$ cat src/rtl/stok_pkg.sv
// ----------------------------------------------------------------------------
// stok_pkg
// Shared types, token codes and the keyword table of the source tokenizer.
// ----------------------------------------------------------------------------
`default_nettype none

package stok_pkg;

	// width of every position, length and line field on the result side
	localparam int FIELD_W = 16;
	localparam int KIND_W  = 5;

	// token kinds; keywords take codes 0 to 5 in table order
	localparam int               KW_COUNT  = 6;
	localparam int               KW_BYTES  = 5;
	localparam logic [KIND_W-1:0] K_EQUAL   = 5'd6;
	localparam logic [KIND_W-1:0] K_SEMI    = 5'd7;
	localparam logic [KIND_W-1:0] K_PLUS    = 5'd8;
	localparam logic [KIND_W-1:0] K_MINUS   = 5'd9;
	localparam logic [KIND_W-1:0] K_STAR    = 5'd10;
	localparam logic [KIND_W-1:0] K_SLASH   = 5'd11;
	localparam logic [KIND_W-1:0] K_LESS    = 5'd12;
	localparam logic [KIND_W-1:0] K_GREATER = 5'd13;
	localparam logic [KIND_W-1:0] K_EQEQ    = 5'd14;
	localparam logic [KIND_W-1:0] K_LPAREN  = 5'd15;
	localparam logic [KIND_W-1:0] K_RPAREN  = 5'd16;
	localparam logic [KIND_W-1:0] K_IDENT   = 5'd17;
	localparam logic [KIND_W-1:0] K_NUMBER  = 5'd18;
	localparam logic [KIND_W-1:0] K_END     = 5'd19;
	localparam logic [KIND_W-1:0] K_ERROR   = 5'd20;
	localparam logic [KIND_W-1:0] K_NEWLINE = 5'd21;

	// result queue: one byte may give two tokens
	localparam int MAX_RES = 2;
	localparam int QDEPTH  = 8;
	localparam int QPTR_W  = $clog2(QDEPTH);
	localparam int QCNT_W  = $clog2(QDEPTH + 1);

	typedef struct packed {
		logic [KIND_W-1:0]  kind;
		logic [FIELD_W-1:0] start_pos;
		logic [FIELD_W-1:0] tok_len;
		logic [FIELD_W-1:0] line_no;
		logic               last;
	} tok_t;

	// tokens made by one byte, in delivery order; tok1 is used only when cnt is 2
	typedef struct packed {
		logic [1:0] cnt;
		tok_t       tok0;
		tok_t       tok1;
	} scan_res_t;

	// keyword text, first byte in the low bits, padded with zero bytes
	function automatic logic [KW_BYTES*8-1:0] kw_word(input int k);
		logic [KW_BYTES*8-1:0] w;
		case (k)
			0:       w = {8'h00, 8'h00, "u", "e", "n"};
			1:       w = {8'h00, 8'h00, "i", "h", "t"};
			2:       w = {8'h00, 8'h00, "t", "e", "h"};
			3:       w = {8'h00, 8'h00, "i", "h", "k"};
			4:       w = {"g", "n", "a", "r", "t"};
			5:       w = {8'h00, 8'h00, 8'h00, "n", "i"};
			default: w = '0;
		endcase
		return w;
	endfunction

	function automatic logic [2:0] kw_len(input int k);
		logic [2:0] n;
		case (k)
			0, 1, 2, 3: n = 3'd3;
			4:          n = 3'd5;
			5:          n = 3'd2;
			default:    n = 3'd0;
		endcase
		return n;
	endfunction

endpackage

`default_nettype wire

$ cat src/rtl/stok_scan.sv
// ----------------------------------------------------------------------------
// stok_scan
// Scanner state and the one-byte next-state logic; yields up to two tokens.
// ----------------------------------------------------------------------------
`default_nettype none

module stok_scan #(
	parameter int POSITION_BITS = 16
) (
	input  wire logic                clk,
	input  wire logic                arst_n,
	input  wire logic                byte_vld,
	input  wire logic [7:0]          byte_in,
	output stok_pkg::scan_res_t      res
);
	import stok_pkg::*;

	localparam int PW   = POSITION_BITS;
	localparam int ExtW = (PW > FIELD_W) ? PW : FIELD_W;

	localparam logic [7:0] CH_NUL     = 8'h00;
	localparam logic [7:0] CH_TAB     = 8'h09;
	localparam logic [7:0] CH_LF      = 8'h0A;
	localparam logic [7:0] CH_CR      = 8'h0D;
	localparam logic [7:0] CH_SPACE   = 8'h20;
	localparam logic [7:0] CH_HASH    = 8'h23;
	localparam logic [7:0] CH_LPAREN  = 8'h28;
	localparam logic [7:0] CH_RPAREN  = 8'h29;
	localparam logic [7:0] CH_STAR    = 8'h2A;
	localparam logic [7:0] CH_PLUS    = 8'h2B;
	localparam logic [7:0] CH_MINUS   = 8'h2D;
	localparam logic [7:0] CH_SLASH   = 8'h2F;
	localparam logic [7:0] CH_SEMI    = 8'h3B;
	localparam logic [7:0] CH_LESS    = 8'h3C;
	localparam logic [7:0] CH_EQUAL   = 8'h3D;
	localparam logic [7:0] CH_GREATER = 8'h3E;
	localparam logic [7:0] CH_UNDER   = 8'h5F;

	typedef enum logic [5:0] {
		M_IDLE    = 6'b000001,
		M_IDENT   = 6'b000010,
		M_NUMBER  = 6'b000100,
		M_EQ      = 6'b001000,
		M_SLASH   = 6'b010000,
		M_COMMENT = 6'b100000
	} mode_t;

	mode_t                      mode_q, mode_d;
	logic [PW-1:0]              pos_q, pos_d;
	logic [PW-1:0]              begin_q, begin_d;
	logic [PW-1:0]              run_q, run_d;
	logic [PW-1:0]              line_q, line_d;
	logic [KW_BYTES-1:0][7:0]   prefix_q, prefix_d;

	logic        is_alpha, is_digit, is_word;
	logic        consumed, ended, have_a, have_b;
	logic [KIND_W-1:0] word_kind;
	tok_t        tok_a, tok_b;

	function automatic logic [PW-1:0] sat_inc(input logic [PW-1:0] v);
		return (v == {PW{1'b1}}) ? v : v + 1'b1;
	endfunction

	function automatic logic [FIELD_W-1:0] to_field(input logic [PW-1:0] v);
		logic [ExtW-1:0] e;
		e = ExtW'(v);
		return e[FIELD_W-1:0];
	endfunction

	assign is_alpha = ((byte_in >= "a") && (byte_in <= "z")) ||
	                  ((byte_in >= "A") && (byte_in <= "Z"));
	assign is_digit = (byte_in >= "0") && (byte_in <= "9");
	assign is_word  = is_alpha || is_digit || (byte_in == CH_UNDER);

	// Prefix bytes past the run length stay zero, so a full-width compare
	// with the zero-padded keyword equals a compare over the keyword length.
	always_comb begin
		word_kind = K_IDENT;
		for (int k = KW_COUNT - 1; k >= 0; k--) begin
			if ((run_q == PW'(kw_len(k))) && (prefix_q == kw_word(k))) begin
				word_kind = KIND_W'(k);
			end
		end
	end

	always_comb begin
		mode_d   = mode_q;
		begin_d  = begin_q;
		run_d    = run_q;
		line_d   = line_q;
		prefix_d = prefix_q;
		pos_d    = sat_inc(pos_q);
		consumed = 1'b0;
		ended    = 1'b0;
		have_a   = 1'b0;
		have_b   = 1'b0;
		tok_a    = '0;
		tok_b    = '0;

		// close or extend the pending token
		case (mode_q)
			M_IDENT: begin
				if (is_word) begin
					if (run_q < PW'(KW_BYTES)) begin
						prefix_d[run_q[2:0]] = byte_in;
					end
					run_d    = sat_inc(run_q);
					consumed = 1'b1;
				end else begin
					have_a          = 1'b1;
					tok_a.kind      = word_kind;
					tok_a.start_pos = to_field(begin_q);
					tok_a.tok_len   = to_field(run_q);
					mode_d          = M_IDLE;
				end
			end
			M_NUMBER: begin
				if (is_digit) begin
					run_d    = sat_inc(run_q);
					consumed = 1'b1;
				end else begin
					have_a          = 1'b1;
					tok_a.kind      = K_NUMBER;
					tok_a.start_pos = to_field(begin_q);
					tok_a.tok_len   = to_field(run_q);
					mode_d          = M_IDLE;
				end
			end
			M_EQ: begin
				mode_d          = M_IDLE;
				have_a          = 1'b1;
				tok_a.start_pos = to_field(begin_q);
				if (byte_in == CH_EQUAL) begin
					tok_a.kind    = K_EQEQ;
					tok_a.tok_len = FIELD_W'(2);
					consumed      = 1'b1;
				end else begin
					tok_a.kind    = K_EQUAL;
					tok_a.tok_len = FIELD_W'(1);
				end
			end
			M_SLASH: begin
				if (byte_in == CH_SLASH) begin
					mode_d   = M_COMMENT;
					consumed = 1'b1;
				end else begin
					have_a          = 1'b1;
					tok_a.kind      = K_SLASH;
					tok_a.start_pos = to_field(begin_q);
					tok_a.tok_len   = FIELD_W'(1);
					mode_d          = M_IDLE;
				end
			end
			M_COMMENT: begin
				if ((byte_in == CH_LF) || (byte_in == CH_NUL)) begin
					mode_d = M_IDLE;
				end else begin
					consumed = 1'b1;
				end
			end
			default: begin
				mode_d = M_IDLE;
			end
		endcase
		tok_a.line_no = to_field(line_q);

		// start a new token from this byte
		tok_b.start_pos = to_field(pos_q);
		tok_b.tok_len   = FIELD_W'(1);
		if (!consumed) begin
			case (byte_in)
				CH_NUL: begin
					have_b        = 1'b1;
					tok_b.kind    = K_END;
					tok_b.tok_len = '0;
					ended         = 1'b1;
				end
				CH_SPACE, CH_TAB, CH_CR: begin
				end
				CH_HASH: mode_d = M_COMMENT;
				CH_SLASH: begin
					mode_d  = M_SLASH;
					begin_d = pos_q;
				end
				CH_EQUAL: begin
					mode_d  = M_EQ;
					begin_d = pos_q;
				end
				CH_LF: begin
					line_d     = sat_inc(line_q);
					have_b     = 1'b1;
					tok_b.kind = K_NEWLINE;
				end
				CH_SEMI: begin
					have_b     = 1'b1;
					tok_b.kind = K_SEMI;
				end
				CH_PLUS: begin
					have_b     = 1'b1;
					tok_b.kind = K_PLUS;
				end
				CH_MINUS: begin
					have_b     = 1'b1;
					tok_b.kind = K_MINUS;
				end
				CH_STAR: begin
					have_b     = 1'b1;
					tok_b.kind = K_STAR;
				end
				CH_LESS: begin
					have_b     = 1'b1;
					tok_b.kind = K_LESS;
				end
				CH_GREATER: begin
					have_b     = 1'b1;
					tok_b.kind = K_GREATER;
				end
				CH_LPAREN: begin
					have_b     = 1'b1;
					tok_b.kind = K_LPAREN;
				end
				CH_RPAREN: begin
					have_b     = 1'b1;
					tok_b.kind = K_RPAREN;
				end
				default: begin
					if (is_alpha) begin
						mode_d      = M_IDENT;
						begin_d     = pos_q;
						run_d       = PW'(1);
						prefix_d    = '0;
						prefix_d[0] = byte_in;
					end else if (is_digit) begin
						mode_d  = M_NUMBER;
						begin_d = pos_q;
						run_d   = PW'(1);
					end else begin
						have_b     = 1'b1;
						tok_b.kind = K_ERROR;
					end
				end
			endcase
		end
		tok_b.line_no = to_field(line_d);
		tok_b.last    = 1'b1;
		tok_a.last    = !have_b;

		res.cnt  = {1'b0, have_a} + {1'b0, have_b};
		res.tok0 = have_a ? tok_a : tok_b;
		res.tok1 = tok_b;
	end

	always_ff @(posedge clk or negedge arst_n) begin
		if (!arst_n) begin
			mode_q   <= M_IDLE;
			pos_q    <= '0;
			begin_q  <= '0;
			run_q    <= '0;
			line_q   <= PW'(1);
			prefix_q <= '0;
		end else if (byte_vld) begin
			if (ended) begin
				mode_q   <= M_IDLE;
				pos_q    <= '0;
				begin_q  <= '0;
				run_q    <= '0;
				line_q   <= PW'(1);
				prefix_q <= '0;
			end else begin
				mode_q   <= mode_d;
				pos_q    <= pos_d;
				begin_q  <= begin_d;
				run_q    <= run_d;
				line_q   <= line_d;
				prefix_q <= prefix_d;
			end
		end
	end

endmodule

`default_nettype wire

$ cat src/rtl/stok_queue.sv
// ----------------------------------------------------------------------------
// stok_queue
// Token queue: takes up to two tokens a cycle, hands out one per transfer.
// ----------------------------------------------------------------------------
`default_nettype none

module stok_queue (
	input  wire logic                       clk,
	input  wire logic                       arst_n,
	input  wire logic                       push,
	input  wire stok_pkg::scan_res_t        res,
	output logic                            out_vld,
	input  wire logic                       out_rdy,
	output stok_pkg::tok_t                  out_tok,
	output logic [stok_pkg::QCNT_W-1:0]     level
);
	import stok_pkg::*;

	tok_t              mem_q [QDEPTH];
	logic [QPTR_W-1:0] wr_ptr_q, rd_ptr_q;
	logic [QCNT_W-1:0] level_q;
	logic [1:0]        n_in;
	logic              pop;

	assign n_in    = push ? res.cnt : 2'd0;
	assign pop     = out_vld && out_rdy;
	assign out_vld = (level_q != '0);
	assign out_tok = mem_q[rd_ptr_q];
	assign level   = level_q;

	always_ff @(posedge clk) begin
		if (n_in != 2'd0) begin
			mem_q[wr_ptr_q] <= res.tok0;
		end
		if (n_in == 2'd2) begin
			mem_q[wr_ptr_q + 1'b1] <= res.tok1;
		end
	end

	always_ff @(posedge clk or negedge arst_n) begin
		if (!arst_n) begin
			wr_ptr_q <= '0;
			rd_ptr_q <= '0;
			level_q  <= '0;
		end else begin
			wr_ptr_q <= wr_ptr_q + QPTR_W'(n_in);
			if (pop) begin
				rd_ptr_q <= rd_ptr_q + 1'b1;
			end
			level_q <= level_q + QCNT_W'(n_in) - QCNT_W'(pop);
		end
	end

endmodule

`default_nettype wire

$ cat src/rtl/source_tokenizer_core.sv
// ----------------------------------------------------------------------------
// source_tokenizer_core
// Streaming lexical scanner: source bytes in, tokens out.
// ----------------------------------------------------------------------------
//
//   channel   direction  width  carries
//   s_axis    in         8      tdata: ch (source byte, zero ends the source)
//   m_axis    out        56+1   tdata: kind, start_pos, tok_len, line_no;
//                               tlast: last token made by its byte
//
// One byte is taken per cycle while the token queue has room; the scan logic
// sits between the byte register and the queue, so a byte's tokens pass
// through the byte register and are written into the queue before they are
// shown on m_axis. A byte yields up to two tokens and m_axis moves one per
// cycle while m_axis_tready is high, so bytes that close one token and make
// another need two transfers on m_axis. arst_n clears the scanner to
// its start state (position 0, line 1) and empties the queue; a zero byte
// does the same to the scanner after its end token. A stalled m_axis holds
// tokens in the eight-entry queue and drops s_axis tready once it cannot
// take two more tokens besides the byte already in the register.
// ----------------------------------------------------------------------------
`default_nettype none

module source_tokenizer_core #(
	parameter int POSITION_BITS = 16
) (
	input  wire logic        clk,
	input  wire logic        arst_n,
	input  wire logic        s_axis_tvalid,
	output logic             s_axis_tready,
	input  wire logic [7:0]  s_axis_tdata,   // [7:0] ch
	output logic             m_axis_tvalid,
	input  wire logic        m_axis_tready,
	output logic [55:0]      m_axis_tdata,   // [4:0] kind, [20:5] start_pos,
	                                         // [36:21] tok_len, [52:37] line_no,
	                                         // [55:53] zero
	output logic             m_axis_tlast    // last token of its byte
);
	import stok_pkg::*;

	// queue slots that a byte may need, and the fill level at which to hold off
	localparam logic [QCNT_W:0] PER_BYTE   = (QCNT_W + 1)'(MAX_RES);
	localparam logic [QCNT_W:0] TAKE_LIMIT = (QCNT_W + 1)'(QDEPTH - MAX_RES);

	logic              vld_s1;
	logic [7:0]        ch_s1;
	logic              in_xfer;
	logic [QCNT_W-1:0] level;
	logic [QCNT_W:0]   fill_ahead;
	scan_res_t         res;
	tok_t              out_tok;

	// count the register's byte as two tokens already on their way
	assign fill_ahead    = {1'b0, level} + (vld_s1 ? PER_BYTE : '0);
	assign s_axis_tready = (fill_ahead <= TAKE_LIMIT);
	assign in_xfer       = s_axis_tvalid && s_axis_tready;

	// byte register: advance on every transfer, drop the valid bit otherwise
	always_ff @(posedge clk or negedge arst_n) begin
		if (!arst_n) begin
			vld_s1 <= 1'b0;
		end else begin
			vld_s1 <= in_xfer;
		end
	end

	always_ff @(posedge clk) begin
		if (in_xfer) begin
			ch_s1 <= s_axis_tdata;
		end
	end

	stok_scan #(
		.POSITION_BITS(POSITION_BITS)
	) u_scan (
		.clk      (clk),
		.arst_n   (arst_n),
		.byte_vld (vld_s1),
		.byte_in  (ch_s1),
		.res      (res)
	);

	stok_queue u_queue (
		.clk     (clk),
		.arst_n  (arst_n),
		.push    (vld_s1),
		.res     (res),
		.out_vld (m_axis_tvalid),
		.out_rdy (m_axis_tready),
		.out_tok (out_tok),
		.level   (level)
	);

	// pack the token fields from the lowest bit up
	assign m_axis_tdata = {3'b000, out_tok.line_no, out_tok.tok_len,
	                       out_tok.start_pos, out_tok.kind};
	assign m_axis_tlast = out_tok.last;

endmodule

`default_nettype wire

$ cat config.mk
export PLATFORM = sky130hd
export DESIGN_NAME = source_tokenizer_core
export DESIGN_NICKNAME = d
export VERILOG_FILES = /design/src/rtl/stok_pkg.sv /design/src/rtl/stok_scan.sv /design/src/rtl/stok_queue.sv /design/src/rtl/source_tokenizer_core.sv
export SDC_FILE = /design/constraint.sdc
export NUM_CORES = 1
export LEC_CHECK = 0
export BUFFER_PORTS_ARGS = -buffer_cell sky130_fd_sc_hd__clkbuf_2
export CAP_MARGIN = 40
export CORE_ASPECT_RATIO = 1.4
export CORE_MARGIN = 4
export CORE_UTILIZATION = 30
export CTS_CLUSTER_DIAMETER = 40
export DETAILED_ROUTE_END_ITERATION = 10
export PLACE_DENSITY = 0.43
export SETUP_SLACK_MARGIN = 0.05
export SLEW_MARGIN = 20
export SYNTH_ARGS = -nofsm -noshare
export SYNTH_HDL_FRONTEND = slang
export SYNTH_SLANG_ARGS = --single-unit
$ cat constraint.sdc
create_clock -name clk -period 5.15 [get_ports clk]
set_clock_uncertainty 0.1 [all_clocks]
set_input_delay 0.7725 -clock clk [delete_from_list [all_inputs] [get_ports clk]]
set_output_delay 0.7725 -clock clk [all_outputs]
set_load 0.02 [all_outputs]
## Word-level counts from Yosys, hierarchy flattened

Memories as Yosys holds them, arrays and structs flattened.
Index checks and enable logic that the tools add are counted.

- Flip-flop bits (word level): 129
- Memories kept: 1
- Memory bits (writable): 432
- Logic and storage cells: 182

Memory list:

| name | words | bits a word | rd ports | clocked after memory_dff | wr ports | RTL line | source |
|---|---|---|---|---|---|---|---|
| u_queue.mem_q | 8 | 54 | 1 | 0 | 2 | stok_queue.sv:19 | `tok_t mem_q [QDEPTH];` |

- Order comparisons: 10
- Add/subtract/negate cells: 10
- Muxes and demuxes: 80
- Reductions and logical operators: 29
- Eq/ne operators: 37

Operator list:

| operator | number |
|---|---|
| 16-bit two-way mux | 19 |
| 40-bit two-way mux | 7 |
| 40-bit by 23-bit == test with 1-bit output (second input constant) | 4 |
| 37-bit one-hot mux with 4 select lines | 1 |
| 8-bit by 6-bit == test with 1-bit output (second input constant) | 12 |
| 37-bit two-way mux | 2 |
| 16-bit one-hot mux with 2 select lines | 2 |
| 5-bit one-hot mux with 11 select lines | 1 |
| 54-bit two-way mux | 1 |
| 16-bit by 1-bit adder with 16-bit output (second input constant) | 3 |
| 16-bit == test (second input constant) | 3 |
| 6-bit two-way mux | 8 |
| 6-bit one-hot mux with 4 select lines | 2 |
| 5-bit two-way mux | 9 |
| 40-bit bitwise mux | 1 |
| 40-bit by 15-bit == test with 1-bit output (second input constant) | 1 |
| 40-bit by 39-bit == test with 1-bit output (second input constant) | 1 |
| 36-bit two-way mux | 1 |
| 16-bit by 2-bit == test with 1-bit output (second input constant) | 2 |
| 8-bit demux with 3-bit select | 1 |
| 8-bit by 4-bit == test with 1-bit output (second input constant) | 3 |
| 1-bit two-way mux | 17 |
| 16-bit by 3-bit == test with 1-bit output (second input constant) | 1 |
| 8-bit by 7-bit greater-or-equal comparator with 1-bit output (second input constant) | 2 |
| 42 further kinds | 62 |

## Depth between registers and ports, before layout

- Depth after elaboration: 13
- Gate-level depth with buffers: 18
- Gate-level depth less buffers: 13

## Modules after synthesis

Synthesis repeated with hierarchy kept, for this count alone.

- Cell total of the unflattened synthesis: 1976
- Area total of the unflattened synthesis: 29748.5 um^2

By module, submodules not included:

| module | area an instance (um^2) | instances | cells an instance |
|---|---|---|---|
| stok_queue | 22303.9 | 1 | 1173 |
| stok_scan | 7086.8 | 1 | 780 |
| source_tokenizer_core | 357.8 | 1 | 23 |

## Worst setup path after synthesis

Ideal clock, no wire load.

- Kind: register to register
- Start: register u_scan.mode_q[1]
- End: memory u_queue.mem_q[1][10] in the netlist's numbering, enable pin
- Slack: 270 ps
- Path buffers: 4
- Cell stages (with the launch flop): 16
- Required time: 4658 ps
- Period minus slack after synthesis: 4880 ps
- Library setup time: 392 ps
- Data arrival time: 4388 ps
- Cell sequence: dfrtp_1 or4_1 a311oi_2 or3_4 a21oi_4 inv_6 buf_6 buf_2 ha_1 clkbuf_1 nand2_1 or3_1 nor3_1 nor2_1 clkbuf_1 inv_1

RTL lines:

| item | RTL line | source |
|---|---|---|
| start: declaration | stok_scan.sv:48 | `mode_t mode_q, mode_d;` |
| start signal: assignment | stok_scan.sv:270 | `mode_q <= mode_d;` |
| end: declaration | stok_queue.sv:19 |  |

==> results.toml <==
[cells_and_area]
fin_cells = 3676
drive_gt1_frac = 0.248
antenna_cells = 0
syn_to_final_growth_pct = 19.0
fin_nets = 2427
fill_cells = 8889

[synthesis]
yosys.area.top_type = "edfxtp_1"
synthCells = 2329
syn_area_um2 = 27900
yosys.area.top_type_share = 0.336
yosysSeqAreaShare = 0.536
synthTopCellsByArea = "edfxtp_1 34%, dfrtp_1 11%, dfxtp_1 9.2%"
synth_most_common_cell = "edfxtp_1"
yosys_warnings = 0
yosysUniqueCellTypes = 91
avgSynthCellArea_um2 = 12.0
synth_common_cells = "312 x edfxtp_1, 263 x a22o_1, 170 x nand2_1, 147 x clkbuf_1, 128 x dfxtp_1"
async_flop_share = 0.216
synthFlopType = "edfxtp_1"
synth-edff-count = 312
synth-seq-cells = 561

[setup_path]
required_ns = 5.46
reg2reg_to = "u_queue.mem_q[0][4]$_DFFE_PP_"
reg2reg_slack_ns = 0.31
r2r_cells = 13
path_cells = "buf_4 > nor3_1 > a31o_2 > o211a_1 > o211ai_2 > nor4b_1 > ha_1 > o21ai_0 > or2_2 > nor3_1 > nor2_1 > buf_4 > a211oi_1"
crit_type = "flip-flop to flip-flop"
cp-end-kind = "flip-flop"
regToRegStartpoint = "ch_s1[1]$_DFFE_PP_"
startpoint = "ch_s1[1]$_DFFE_PP_"
max_stage_delay_ns = 0.53
critPathSlowestCell = "edfxtp_1"
cp-endpoint = "u_queue.mem_q[0][4]$_DFFE_PP_"
cp.arrival_ns = 5.16
cp_max_fo = 18
worst_setup_path_start_kind = "flip-flop"

[route]
via_per_inst = 5.63
vias = 20700
first_pass_iters = 5
wl_per_cell_um = 26.6
drtIter0Drc = 1442
ant_nets = 0
drc = 0
routed_wirelength_um = 97700

[sta]
holdWs_ns = 0.185
setup_tns_ns = 0
rsz0062_at_grt = "false"
tightest_slew_ns = 0.944
slew_viol_final = 0
setup_viol = 0
post-route-period-util = 0.940
max_slew_margin = 0.371
hold_viol = 0
fmax_mhz = 207
worst_slack_ns = 0.308
period_minus_slack_ns = 4.84

[global_route]
overflow = 0
grt_pass1_wl_um = 144000
grt_start_max_net_pins = 70
grt_use_total = 0.196
antenna_found_initial = 1
grt_pass1_vias = 21600

[clocking]
clock-sinks = 561
htreeDepth = 3
cts_root_buffer = "clkbuf_16"
clk_pin_slew_ns = 0.05
insertion_delay_ns = 0.68
cts_tree = "yes"
cts_buffers = 88
ctsLongestPathBuffers = 3

[power]
peakVddDrop_mv = 0.234
power_mw = 17.1
p_leak_nw = 11.9
power_density_nw_per_um2 = 514

[die]
pin_count = 71
rows = 132
dieWidth_um = 266
initial_core_util = 0.302
fp.dieArea_um2 = 98000
die_h_um = 369
core_um2 = 92300

[status]
status = "finished clean"

[place]
io_buffers = 67
place_congestion = 0.861
dp_hpwl_um = 63600
dpl.cell_count = 3497
dp_slack_ns = 0.298

[hold_path]
min_path_cells = 1
min_path_type = "input port to flip-flop"

[run]
cap_violations = 0
[what timing repair did]
item	4_1_cts	5_1_grt
setup endpoints to repair	0	163
setup buffers	0	6
hold buffers	1	0
gates resized for setup	0	2
hold endpoints to repair	10	0
[how the worst min path moves through the flow]
| stage | startpoint | end | slack, ns |
|---|---|---|---|
| detailed placement | u_queue.mem_q[2][18]$_SDFFE_PP0P_ | u_queue.mem_q[2][18]$_SDFFE_PP0P_ | 0.34 |
| global placement | u_queue.mem_q[2][18]$_SDFFE_PP0P_ | u_queue.mem_q[2][18]$_SDFFE_PP0P_ | 0.34 |
| global route | s_axis_tdata[5] | ch_s1[5]$_DFFE_PP_ | 0.15 |
| floorplan | u_queue.mem_q[6][18]$_SDFFE_PP0P_ | u_queue.mem_q[6][18]$_SDFFE_PP0P_ | 0.32 |
| CTS | s_axis_tdata[5] | ch_s1[5]$_DFFE_PP_ | 0.13 |
| finish | s_axis_tdata[6] | ch_s1[6]$_DFFE_PP_ | 0.19 |
[layout make-up]
class                   count  area (um2)  area share
clock buffers             102        2370      0.0714
multi-input cells        1493       11800       0.357
well taps                1206        1510      0.0455
clock inverters            64         713      0.0215
flip-flops and latches    561       15000       0.451
repair buffers            207        1620      0.0488
inverters                  43         169     0.00509
[report_power, final]
part | switching [mW] | leakage, nW | internal, mW
clock | 2.40 | 1.48 | 3.82
combinational | 3.08 | 4.79 | 1.94
sequential | 0.670 | 5.62 | 5.16
[through the flow]
step	cell area, um2	util
after floorplan	27900	-
after global placement	29800	0.323
after detailed placement	30000	0.325
after CTS	33100	0.358
after global routing	33200	0.360
final	33200	0.360
[cell families after synthesis]
group	synth area share
and+or+nand+nor	0.0987
xor gates and xnor gates	0.00848
buffers and inverters	0.0410
AOI/OAI and AO/OA	0.188
adders and majority gates	0.00996
DFF	0.536
muxes	0.118
other	0.000134
[cells in the final DEF (no fill, tap or decap), types with 24 or more instances in the layout]
cell type / n
a211oi_1: 43
a21oi_1: 114
a22o_1: 263
a31oi_1: 54
and3_1: 24
buf_4: 111
clkbuf_16: 91
clkbuf_2: 67
dfrtp_1: 115
dfxtp_1: 128
edfxtp_1: 312
inv_1: 34
mux2_2: 72
mux4_2: 108
nand2_1: 169
nand3_1: 46
nor2_1: 85
nor3_1: 28
o21ai_0: 101
o22ai_1: 51
[state kept, by name, indices dropped and copies added (netlist names)]
name	flops
u_queue.wr_ptr_q	3
u_scan.begin_q	16
u_scan.mode_q	6
u_queue.level	4
u_queue.mem_q	432
u_scan.line_q	16
u_scan.prefix_q	40
ch_s1	8
u_scan.run_q	16
u_queue.rd_ptr_q	3
u_scan.pos_q	16
vld_s1	1
[critical path: cells and delay by family (launching register included)]
kind,cells,cell delay (ns)
AOI/OAI and AO/OA,5,1.40
adders and majority gates,1,0.29
and+or+nand+nor,5,1.72
buffers and inverters,2,0.53
DFF,1,0.53
[per-layer routing]
metal / GRT usage / vias up / wire length, um
met5: 0 / - / 14
met4: 0.0746 / 2 / 3420
met3: 0.0311 / 209 / 4490
met2: 0.365 / 684 / 52600
met1: 0.224 / 10600 / 37200
li1: - / 9267 / -
No activity file was read; power rests on OpenSTA's default activity.
